===== config.mk =====
export PLATFORM = sky130hd
export DESIGN_NAME = sha256_byte_stream_hasher_top
export DESIGN_NICKNAME = d
export VERILOG_FILES = /design/src/hdl/shb_pkg.sv /design/src/hdl/shb_datapath.sv /design/src/hdl/shb_ctrl.sv /design/src/hdl/sha256_byte_stream_hasher_top.sv
export VERILOG_INCLUDE_DIRS = /design/src /design/src/hdl
export SDC_FILE = /design/constraint.sdc
export NUM_CORES = 2
export LEC_CHECK = 0
export BUFFER_PORTS_ARGS = -buffer_cell sky130_fd_sc_hd__buf_4
export CAP_MARGIN = 10
export CORE_ASPECT_RATIO = 1.5
export CORE_MARGIN = 2
export CORE_UTILIZATION = 65
export DETAILED_ROUTE_END_ITERATION = 6
export PLACE_DENSITY = 0.82
export SETUP_SLACK_MARGIN = 0.15
export SYNTH_ARGS = -nofsm -noshare
export SYNTH_HDL_FRONTEND = slang
export SYNTH_SLANG_ARGS = --single-unit

===== constraint.sdc =====
create_clock -name clk -period 17.42 [get_ports clk]
set_clock_uncertainty 0.15 [all_clocks]
set_input_delay 2.613 -clock clk [delete_from_list [all_inputs] [get_ports clk]]
set_output_delay 2.613 -clock clk [all_outputs]
set_load 0.01 [all_outputs]

===== src/hdl/sha256_byte_stream_hasher_top_assert.svh =====
// Assertion macros for the SHA-256 byte stream hasher
`ifndef SHA256_BYTE_STREAM_HASHER_TOP_ASSERT_SVH
`define SHA256_BYTE_STREAM_HASHER_TOP_ASSERT_SVH
// Implication checked on every clock edge outside reset
`define SHB_ASSERT_IMP(label, ante, cons, msg) \
  label: assert property (@(posedge clk) disable iff (rst) (ante) |-> (cons)) else $error(msg);
// Next-cycle implication
`define SHB_ASSERT_NEXT(label, ante, cons, msg) \
  label: assert property (@(posedge clk) disable iff (rst) (ante) |=> (cons)) else $error(msg);
`endif


===== src/hdl/shb_pkg.sv =====
// ----------------------------------------------------------------------------
// shb_pkg
// Types, constants and round functions for the SHA-256 byte stream hasher.
// ----------------------------------------------------------------------------
package shb_pkg;

  typedef struct packed {
    logic [7:0] data_byte;
    logic       has_byte;
    logic       end_of_message;
  } shb_in_t;

  typedef struct packed {
    logic [63:0] digest_word;
    logic [1:0]  word_index;
    logic        last_word;
  } shb_out_t;

  // Datapath commands
  typedef struct packed {
    logic       write_byte;   // store data byte at fill position, count it
    logic       write_pad;    // store pad byte at fill position (0x80 or zero)
    logic       pad_first;    // pad byte is 0x80
    logic       write_len;    // store length byte at fill position
    logic       block_start;  // load working vars and round counter
    logic       round;        // run one round
    logic       block_end;    // fold working vars into chain
    logic       msg_clear;    // return to initial state
  } shb_cmd_t;

  typedef struct packed {
    logic       buf_full;     // fill position at zero (wrapped after a write, or empty)
    logic [5:0] fill;
    logic       last_round;
  } shb_stat_t;

  localparam logic [7:0] PadByte  = 8'h80;
  localparam logic [5:0] LenPos   = 6'd56;

  localparam logic [31:0] RoundK [64] = '{
    32'h428a2f98, 32'h71374491, 32'hb5c0fbcf, 32'he9b5dba5, 32'h3956c25b, 32'h59f111f1,
    32'h923f82a4, 32'hab1c5ed5, 32'hd807aa98, 32'h12835b01, 32'h243185be, 32'h550c7dc3,
    32'h72be5d74, 32'h80deb1fe, 32'h9bdc06a7, 32'hc19bf174, 32'he49b69c1, 32'hefbe4786,
    32'h0fc19dc6, 32'h240ca1cc, 32'h2de92c6f, 32'h4a7484aa, 32'h5cb0a9dc, 32'h76f988da,
    32'h983e5152, 32'ha831c66d, 32'hb00327c8, 32'hbf597fc7, 32'hc6e00bf3, 32'hd5a79147,
    32'h06ca6351, 32'h14292967, 32'h27b70a85, 32'h2e1b2138, 32'h4d2c6dfc, 32'h53380d13,
    32'h650a7354, 32'h766a0abb, 32'h81c2c92e, 32'h92722c85, 32'ha2bfe8a1, 32'ha81a664b,
    32'hc24b8b70, 32'hc76c51a3, 32'hd192e819, 32'hd6990624, 32'hf40e3585, 32'h106aa070,
    32'h19a4c116, 32'h1e376c08, 32'h2748774c, 32'h34b0bcb5, 32'h391c0cb3, 32'h4ed8aa4a,
    32'h5b9cca4f, 32'h682e6ff3, 32'h748f82ee, 32'h78a5636f, 32'h84c87814, 32'h8cc70208,
    32'h90befffa, 32'ha4506ceb, 32'hbef9a3f7, 32'hc67178f2
  };

  localparam logic [31:0] InitH [8] = '{
    32'h6a09e667, 32'hbb67ae85, 32'h3c6ef372, 32'ha54ff53a,
    32'h510e527f, 32'h9b05688c, 32'h1f83d9ab, 32'h5be0cd19
  };

  function automatic logic [31:0] rotr(input logic [31:0] x, input int n);
    rotr = (x >> n) | (x << (32 - n));
  endfunction

endpackage


===== src/hdl/shb_datapath.sv =====
// ----------------------------------------------------------------------------
// shb_datapath
// Block buffer, byte counter, message schedule and one-round-per-cycle
// compression core with the chaining value.
// ----------------------------------------------------------------------------
module shb_datapath import shb_pkg::*; (
  input  logic        clk,
  input  logic        rst,
  input  shb_cmd_t    cmd,
  input  logic [7:0]  data_byte,
  output shb_stat_t   stat,
  output logic [31:0] chain [8]
);

  // block held as 16 big-endian words, byte lanes written one at a time
  logic [31:0] block_mem [16];
  logic [5:0]  fill;
  logic [60:0] byte_count;
  logic [63:0] bit_len;
  logic [2:0]  len_sel;
  logic [7:0]  wr_byte;
  logic        wr_en;
  logic [31:0] sched [16];
  logic [31:0] wv [8];
  logic [5:0]  rnd;
  logic [31:0] w_cur, w_new, s0, s1, sig0, sig1, ch, maj, t1, t2;
  logic [31:0] blk_word;

  assign bit_len = {byte_count, 3'b000};
  assign len_sel = fill[2:0];
  assign wr_en   = cmd.write_byte | cmd.write_pad | cmd.write_len;

  always_comb begin
    wr_byte = data_byte;
    if (cmd.write_pad) wr_byte = cmd.pad_first ? PadByte : 8'h00;
    if (cmd.write_len) wr_byte = bit_len[{~len_sel, 3'b000} +: 8];
  end

  always_ff @(posedge clk) begin
    if (wr_en) block_mem[fill[5:2]][{~fill[1:0], 3'b000} +: 8] <= wr_byte;
  end

  always_ff @(posedge clk) begin
    if (rst || cmd.msg_clear) begin
      fill       <= '0;
      byte_count <= '0;
    end else begin
      if (wr_en) fill <= fill + 6'd1;
      if (cmd.write_byte) byte_count <= byte_count + 61'd1;
    end
  end

  assign stat.fill       = fill;
  assign stat.buf_full   = (fill == 6'd0);
  assign stat.last_round = (rnd == 6'd63);

  // Schedule: rounds below 16 read the block, later ones extend the window.
  assign blk_word = block_mem[rnd[3:0]];
  assign s0 = rotr(sched[rnd[3:0] + 4'd1], 7) ^ rotr(sched[rnd[3:0] + 4'd1], 18)
            ^ (sched[rnd[3:0] + 4'd1] >> 3);
  assign s1 = rotr(sched[rnd[3:0] + 4'd14], 17) ^ rotr(sched[rnd[3:0] + 4'd14], 19)
            ^ (sched[rnd[3:0] + 4'd14] >> 10);
  assign w_new = sched[rnd[3:0]] + s0 + sched[rnd[3:0] + 4'd9] + s1;
  assign w_cur = (rnd < 6'd16) ? blk_word : w_new;

  assign sig1 = rotr(wv[4], 6) ^ rotr(wv[4], 11) ^ rotr(wv[4], 25);
  assign ch   = (wv[4] & wv[5]) ^ (~wv[4] & wv[6]);
  assign t1   = wv[7] + sig1 + ch + RoundK[rnd] + w_cur;
  assign sig0 = rotr(wv[0], 2) ^ rotr(wv[0], 13) ^ rotr(wv[0], 22);
  assign maj  = (wv[0] & wv[1]) ^ (wv[0] & wv[2]) ^ (wv[1] & wv[2]);
  assign t2   = sig0 + maj;

  always_ff @(posedge clk) begin
    if (cmd.round) sched[rnd[3:0]] <= w_cur;
  end

  always_ff @(posedge clk) begin
    if (rst || cmd.msg_clear) begin
      rnd <= '0;
      for (int j = 0; j < 8; j++) begin
        wv[j]    <= '0;
        chain[j] <= InitH[j];
      end
    end else if (cmd.block_start) begin
      rnd <= '0;
      for (int j = 0; j < 8; j++) wv[j] <= chain[j];
    end else if (cmd.round) begin
      rnd   <= rnd + 6'd1;
      wv[7] <= wv[6];
      wv[6] <= wv[5];
      wv[5] <= wv[4];
      wv[4] <= wv[3] + t1;
      wv[3] <= wv[2];
      wv[2] <= wv[1];
      wv[1] <= wv[0];
      wv[0] <= t1 + t2;
    end else if (cmd.block_end) begin
      for (int j = 0; j < 8; j++) chain[j] <= chain[j] + wv[j];
    end
  end

endmodule


===== src/hdl/shb_ctrl.sv =====
// ----------------------------------------------------------------------------
// shb_ctrl
// Sequencer: input handshake, padding steps, compression rounds, digest out.
// ----------------------------------------------------------------------------
module shb_ctrl import shb_pkg::*; (
  input  logic        clk,
  input  logic        rst,
  input  logic        in_valid,
  input  shb_in_t     in_word,
  output logic        in_stall,
  input  shb_stat_t   stat,
  output shb_cmd_t    cmd,
  input  logic        out_stall,
  output logic        out_valid,
  output logic [1:0]  out_idx
);

  localparam logic [2:0] S_IDLE  = 3'd0;
  localparam logic [2:0] S_CHECK = 3'd1;
  localparam logic [2:0] S_PAD   = 3'd2;
  localparam logic [2:0] S_START = 3'd3;
  localparam logic [2:0] S_ROUND = 3'd4;
  localparam logic [2:0] S_FOLD  = 3'd5;
  localparam logic [2:0] S_OUT   = 3'd6;

  logic [2:0] state, state_next;
  logic       finishing, finishing_next;   // message end pending
  logic       pad_done, pad_done_next;     // 0x80 already placed
  logic       len_phase, len_phase_next;   // final block under way
  logic       pad_extra, pad_extra_next;   // zero-fill to the end of this block first
  logic [1:0] idx, idx_next;
  logic       take;
  logic       cmd_was_byte;                // last accepted word carried a byte

  assign in_stall  = (state != S_IDLE);
  assign take      = in_valid && !in_stall;
  assign out_valid = (state == S_OUT);
  assign out_idx   = idx;

  always_comb begin
    state_next     = state;
    finishing_next = finishing;
    pad_done_next  = pad_done;
    len_phase_next = len_phase;
    pad_extra_next = pad_extra;
    idx_next       = idx;
    cmd            = '0;
    unique case (state)
      S_IDLE: begin
        if (take) begin
          cmd.write_byte = in_word.has_byte;
          finishing_next = in_word.end_of_message;
          pad_done_next  = 1'b0;
          len_phase_next = 1'b0;
          pad_extra_next = 1'b0;
          if (in_word.has_byte || in_word.end_of_message) state_next = S_CHECK;
        end
      end
      S_CHECK: begin
        // full block after a data byte compresses first
        if (stat.buf_full && !pad_done && !len_phase && cmd_was_byte) state_next = S_START;
        else if (finishing) state_next = S_PAD;
        else state_next = S_IDLE;
      end
      S_PAD: begin
        if (!pad_done) begin
          cmd.write_pad = 1'b1;
          cmd.pad_first = 1'b1;
          pad_done_next = 1'b1;
          // 0x80 landing in the length field forces an extra block
          if (stat.fill >= LenPos) pad_extra_next = 1'b1;
        end else if (pad_extra && stat.fill == 6'd0) begin
          state_next = S_START;
        end else if (pad_extra || stat.fill < LenPos) begin
          cmd.write_pad = 1'b1;
        end else begin
          cmd.write_len = 1'b1;
          len_phase_next = 1'b1;
          if (stat.fill == 6'd63) state_next = S_START;
        end
      end
      S_START: begin
        cmd.block_start = 1'b1;
        pad_extra_next  = 1'b0;
        state_next = S_ROUND;
      end
      S_ROUND: begin
        cmd.round = 1'b1;
        if (stat.last_round) state_next = S_FOLD;
      end
      S_FOLD: begin
        cmd.block_end = 1'b1;
        if (len_phase) begin
          idx_next   = 2'd0;
          state_next = S_OUT;
        end else if (finishing) state_next = S_PAD;
        else state_next = S_IDLE;
      end
      S_OUT: begin
        if (!out_stall) begin
          idx_next = idx + 2'd1;
          if (idx == 2'd3) begin
            cmd.msg_clear  = 1'b1;
            finishing_next = 1'b0;
            state_next     = S_IDLE;
          end
        end
      end
      default: state_next = S_IDLE;
    endcase
  end

  always_ff @(posedge clk) begin
    if (rst) begin
      cmd_was_byte <= 1'b0;
    end else begin
      if (state == S_IDLE) cmd_was_byte <= take && in_word.has_byte;
    end
  end

  always_ff @(posedge clk) begin
    if (rst) begin
      state     <= S_IDLE;
      finishing <= 1'b0;
      pad_done  <= 1'b0;
      len_phase <= 1'b0;
      pad_extra <= 1'b0;
      idx       <= '0;
    end else begin
      state     <= state_next;
      finishing <= finishing_next;
      pad_done  <= pad_done_next;
      len_phase <= len_phase_next;
      pad_extra <= pad_extra_next;
      idx       <= idx_next;
    end
  end

endmodule


===== src/hdl/sha256_byte_stream_hasher_top.sv =====
// ----------------------------------------------------------------------------
// sha256_byte_stream_hasher_top
// SHA-256 over a byte stream; four 64-bit digest words per message.
// ----------------------------------------------------------------------------
//  channel | direction | handshake            | payload
//  in      | input     | in_valid / in_stall  | shb_in_t  (byte, has_byte, end)
//  out     | output    | out_valid / out_stall| shb_out_t (digest word, index, last)
//
// A plain byte is accepted and then checked; the 64th byte of a block also starts
// a compression in the one-round-per-cycle core. A final item adds padding
// writes (over up to two blocks) and one or two compressions, then
// four out words.
// Reset (rst, synchronous) restores the initial hash. in_stall is high while
// any work is under way; out_stall holds the current digest word.
`include "sha256_byte_stream_hasher_top_assert.svh"
module sha256_byte_stream_hasher_top import shb_pkg::*; (
  input  logic     clk,
  input  logic     rst,
  input  logic     in_valid,
  output logic     in_stall,
  input  shb_in_t  in_word,
  output logic     out_valid,
  input  logic     out_stall,
  output shb_out_t out_word
);

  shb_cmd_t    cmd;
  shb_stat_t   stat;
  logic [31:0] chain [8];
  logic [1:0]  idx;

  shb_ctrl u_ctrl (
    .clk(clk), .rst(rst), .in_valid(in_valid), .in_word(in_word), .in_stall(in_stall),
    .stat(stat), .cmd(cmd), .out_stall(out_stall), .out_valid(out_valid), .out_idx(idx)
  );

  shb_datapath u_dp (
    .clk(clk), .rst(rst), .cmd(cmd), .data_byte(in_word.data_byte),
    .stat(stat), .chain(chain)
  );

  assign out_word.digest_word = {chain[{idx, 1'b0}], chain[{idx, 1'b1}]};
  assign out_word.word_index  = idx;
  assign out_word.last_word   = (idx == 2'd3);

  `SHB_ASSERT_IMP(a_no_accept_busy, out_valid, in_stall, "input taken while sending digest")
  `SHB_ASSERT_NEXT(a_hold_word, out_valid && out_stall, out_valid && $stable(idx),
                   "digest word changed under stall")
  `SHB_ASSERT_IMP(a_one_cmd, 1'b1, $onehot0({cmd.round, cmd.block_start, cmd.block_end}),
                  "conflicting compression commands")

endmodule

==> flow_metrics.tcl <==
set metrics [dict create \
    run_status "finished with violations" \
    failed_checks "DRC" \
    syn_nets 8849 \
    cp.arrival_ns 15.81 \
    final_cells 10300 \
    post_cts_buffers 0 \
    hold_path_end "u_dp.chain[248]$_SDFFE_PP0P_" \
    post-route-util_pct 70.7 \
    max-slew-margin-rel_pct 11.0 \
    area_growth_pct 8.23 \
    mostFrequentLayoutCells "1216 x edfxtp_1, 747 x mux4_2, 667 x nand2_1" \
    fmaxAchievable_mhz 65.0 \
    ant_nets 0 \
    yosysWarnings 0 \
    final_hold_viol_count 0 \
    min-delay-start "u_dp.chain[248]$_SDFFE_PP0P_" \
    crit-reg2reg-launch "u_dp.rnd[1]$_SDFFE_PP0P_" \
    viasPerCell 7.39 \
    synth_edf_count 1216 \
    drcViolationCount 2 \
    cpMostUsedCell "inv_1" \
    clk_latency_ns 0.87 \
    boundaryPins 83 \
    start_util_pct 65.3 \
    syn_area_per_cell_sq_um 12.2 \
    worstPathRequired_ns 17.86 \
    cts.htree.levels 4 \
    whs_path_depth 2 \
    cts_repair_resize_count 0 \
    maxSlewViolCount 0 \
    grt_usage_pct 45.2 \
    drtPass1Iterations 7 \
    final_common_cell "edfxtp_1" \
    reg2reg_setup_slack_ns 2.04 \
    final_nets 8727 \
    dp_cells 10000 \
    synth_seq_cells 1623 \
    grt_pass1_vias 76600 \
    finalSetupTns_ns 0 \
    crit_path_start "u_dp.rnd[1]$_SDFFE_PP0P_" \
    met1Wirelength_microns 108000 \
    highest_layer "met5" \
    finalCritPeriodShare_pct 88.3 \
    design.core.area_sq_um 153000 \
    grt_max_degree 192 \
    leakage_nw 39.0 \
    pre_cts_slack_ns 2.75 \
    setup_violations 0 \
    synth_flop_cell "edfxtp_1" \
    crit_type "flop to flop" \
    cts_tree "yes" \
    hold_class "flop to flop" \
    end_kind "flop" \
    rsz0062_at_grt "no" \
    slowest_delay_ns 0.92 \
    met3_length_microns 37300 \
    antenna_found_initial 5 \
    die_area_sq_um 157000 \
    cts_inserted_buffers 156 \
    n_fill_cell 10200 \
    critPathMaxFanout 50 \
    cap_violations 0 \
    multi_input_area_sq_um 52200 \
    synthCells 8239 \
    worst_path_max_delay_cell "dfxtp_4" \
    num_vias 76100 \
    drive_gt1_share_pct 15.9 \
    timing.final.ws_setup_ns 2.04 \
    ir_drop_v 0.000104 \
    cts_sinks 1623 \
    whs_ns 0.344 \
    reg2reg_to "u_dp.wv[0][31]$_SDFFCE_PN0P_" \
    ys_seq_area_share_pct 44.6 \
    r2r.worst_path.cells 45 \
    cts_hold_buf 0 \
    worstMarginPinSlew_ns 1.32 \
    gp_routability_congestion 1.06 \
    clk_path_buf_depth 3 \
    p_per_area_nw_per_um2 99.3 \
    clk_pin_slew_ns 0.07 \
    ys_async_sr_fraction_pct 0 \
    grt_pass1_wl_microns 516000 \
    yosysUniqueCellTypes 83 \
    hpwl_microns 241000 \
    route.met2.wl_microns 168000 \
    critical_path.startpoint_type "flop" \
    placementRows 176 \
    seqCellArea_sq_um 44700 \
    totalWireLength_microns 355000 \
    fin_crit_ns 15.38 \
    dieWidth_microns 324 \
    routedWlPerCell_microns 34.5 \
    grt_overflow 0 \
    drtIter0Drc 10700 \
    dieHeight_microns 485 \
    syn-cell-area_sq_um 100000 \
    cts_root_buf "clkbuf_16" \
    io_buffers 82 \
]
## metal layers
metal / up-vias / global-route usage, %
met5: - / 0
li1: 30900 / -
met2: 6108 / 72.9
met3: 1852 / 10.1
met1: 37200 / 49.8
met4: 8 / 41.8
## sequential cells by signal (all words and copies together), names as in the netlist, 2 cells and up, named ones only
| register | cells |
|---|---|
| u_ctrl.out_idx | 2 |
| u_ctrl.state | 3 |
| u_dp.block_mem | 512 |
| u_dp.byte_count | 61 |
| u_dp.chain | 256 |
| u_dp.fill | 6 |
| u_dp.rnd | 6 |
| u_dp.sched | 512 |
| u_dp.wv | 256 |
## worst max path at each step
stage,endpoint,slack [ns],cells past startpoint
after global routing,u_dp.wv[0][31]$_SDFFCE_PN0P_,1.65,46
after CTS,u_dp.wv[0][31]$_SDFFCE_PN0P_,2.46,45
final,u_dp.wv[0][31]$_SDFFCE_PN0P_,2.04,45
after detailed placement,u_dp.wv[0][31]$_SDFFCE_PN0P_,2.75,45
after floorplan,u_dp.wv[0][31]$_SDFFCE_PN0P_,3.84,54
after global placement,u_dp.wv[0][31]$_SDFFCE_PN0P_,2.95,45
## power by group
group | switching, W | internal [W]
Sequential | 0.0000453 | 0.00418
Clock | 0.00164 | 0.00207
Combinational | 0.00175 | 0.00108
## worst max-delay path, delay by kind of cell, from the launching register on
kind	cells	cell delay [ns]
mux	1	0.49
simple gates	5	1.21
flops	1	0.92
buf+inv	8	1.29
xor+xnor	6	1.53
compound gates	15	4.76
fa+ha+maj	10	4.71
## cell type report
cell class,instances,share of cell area (%)
inverter,436,1.51
sequential,1623,41.2
clock buffer,188,3.86
antenna,2,0.00462
timing repair buffer,226,1.66
multi-input combinational,5674,48.1
tap,2047,2.36
clock inverter,103,1.24
## cell families after synthesis
logic type,synth area share (%)
compound gates,11.6
xor+xnor,5.30
fa+ha+maj,8.96
buf+inv,3.58
flops,44.6
mux,17.6
simple gates,8.38
## per-stage QoR
step                power, W  cell area [sq um]
floorplan            0.00626             100000
global placement     0.00696             103000
detailed placement   0.00701             103000
CTS                   0.0107             108000
global route          0.0111             108000
finish                0.0108             108000
## cells in the mapped netlist (all sizes together), types with 121 or more instances
cell type / count / share of area [%]
dfxtp: 407 / 8.1
edfxtp: 1216 / 36
a22o: 137 / 1.2
ha: 401 / 5.0
fa: 195 / 3.9
xnor2: 342 / 3.0
nor2: 540 / 2.0
nand3: 195 / 0.97
buf: 132 / 0.54
o211ai: 121 / 0.91
a21oi: 494 / 2.5
nand2: 671 / 2.5
a21o: 186 / 1.4
mux4: 747 / 17
xor2: 260 / 2.3
o21ai: 371 / 1.9
inv: 433 / 1.6
clkbuf: 374 / 1.4
(Power assumes the default switching activity.)
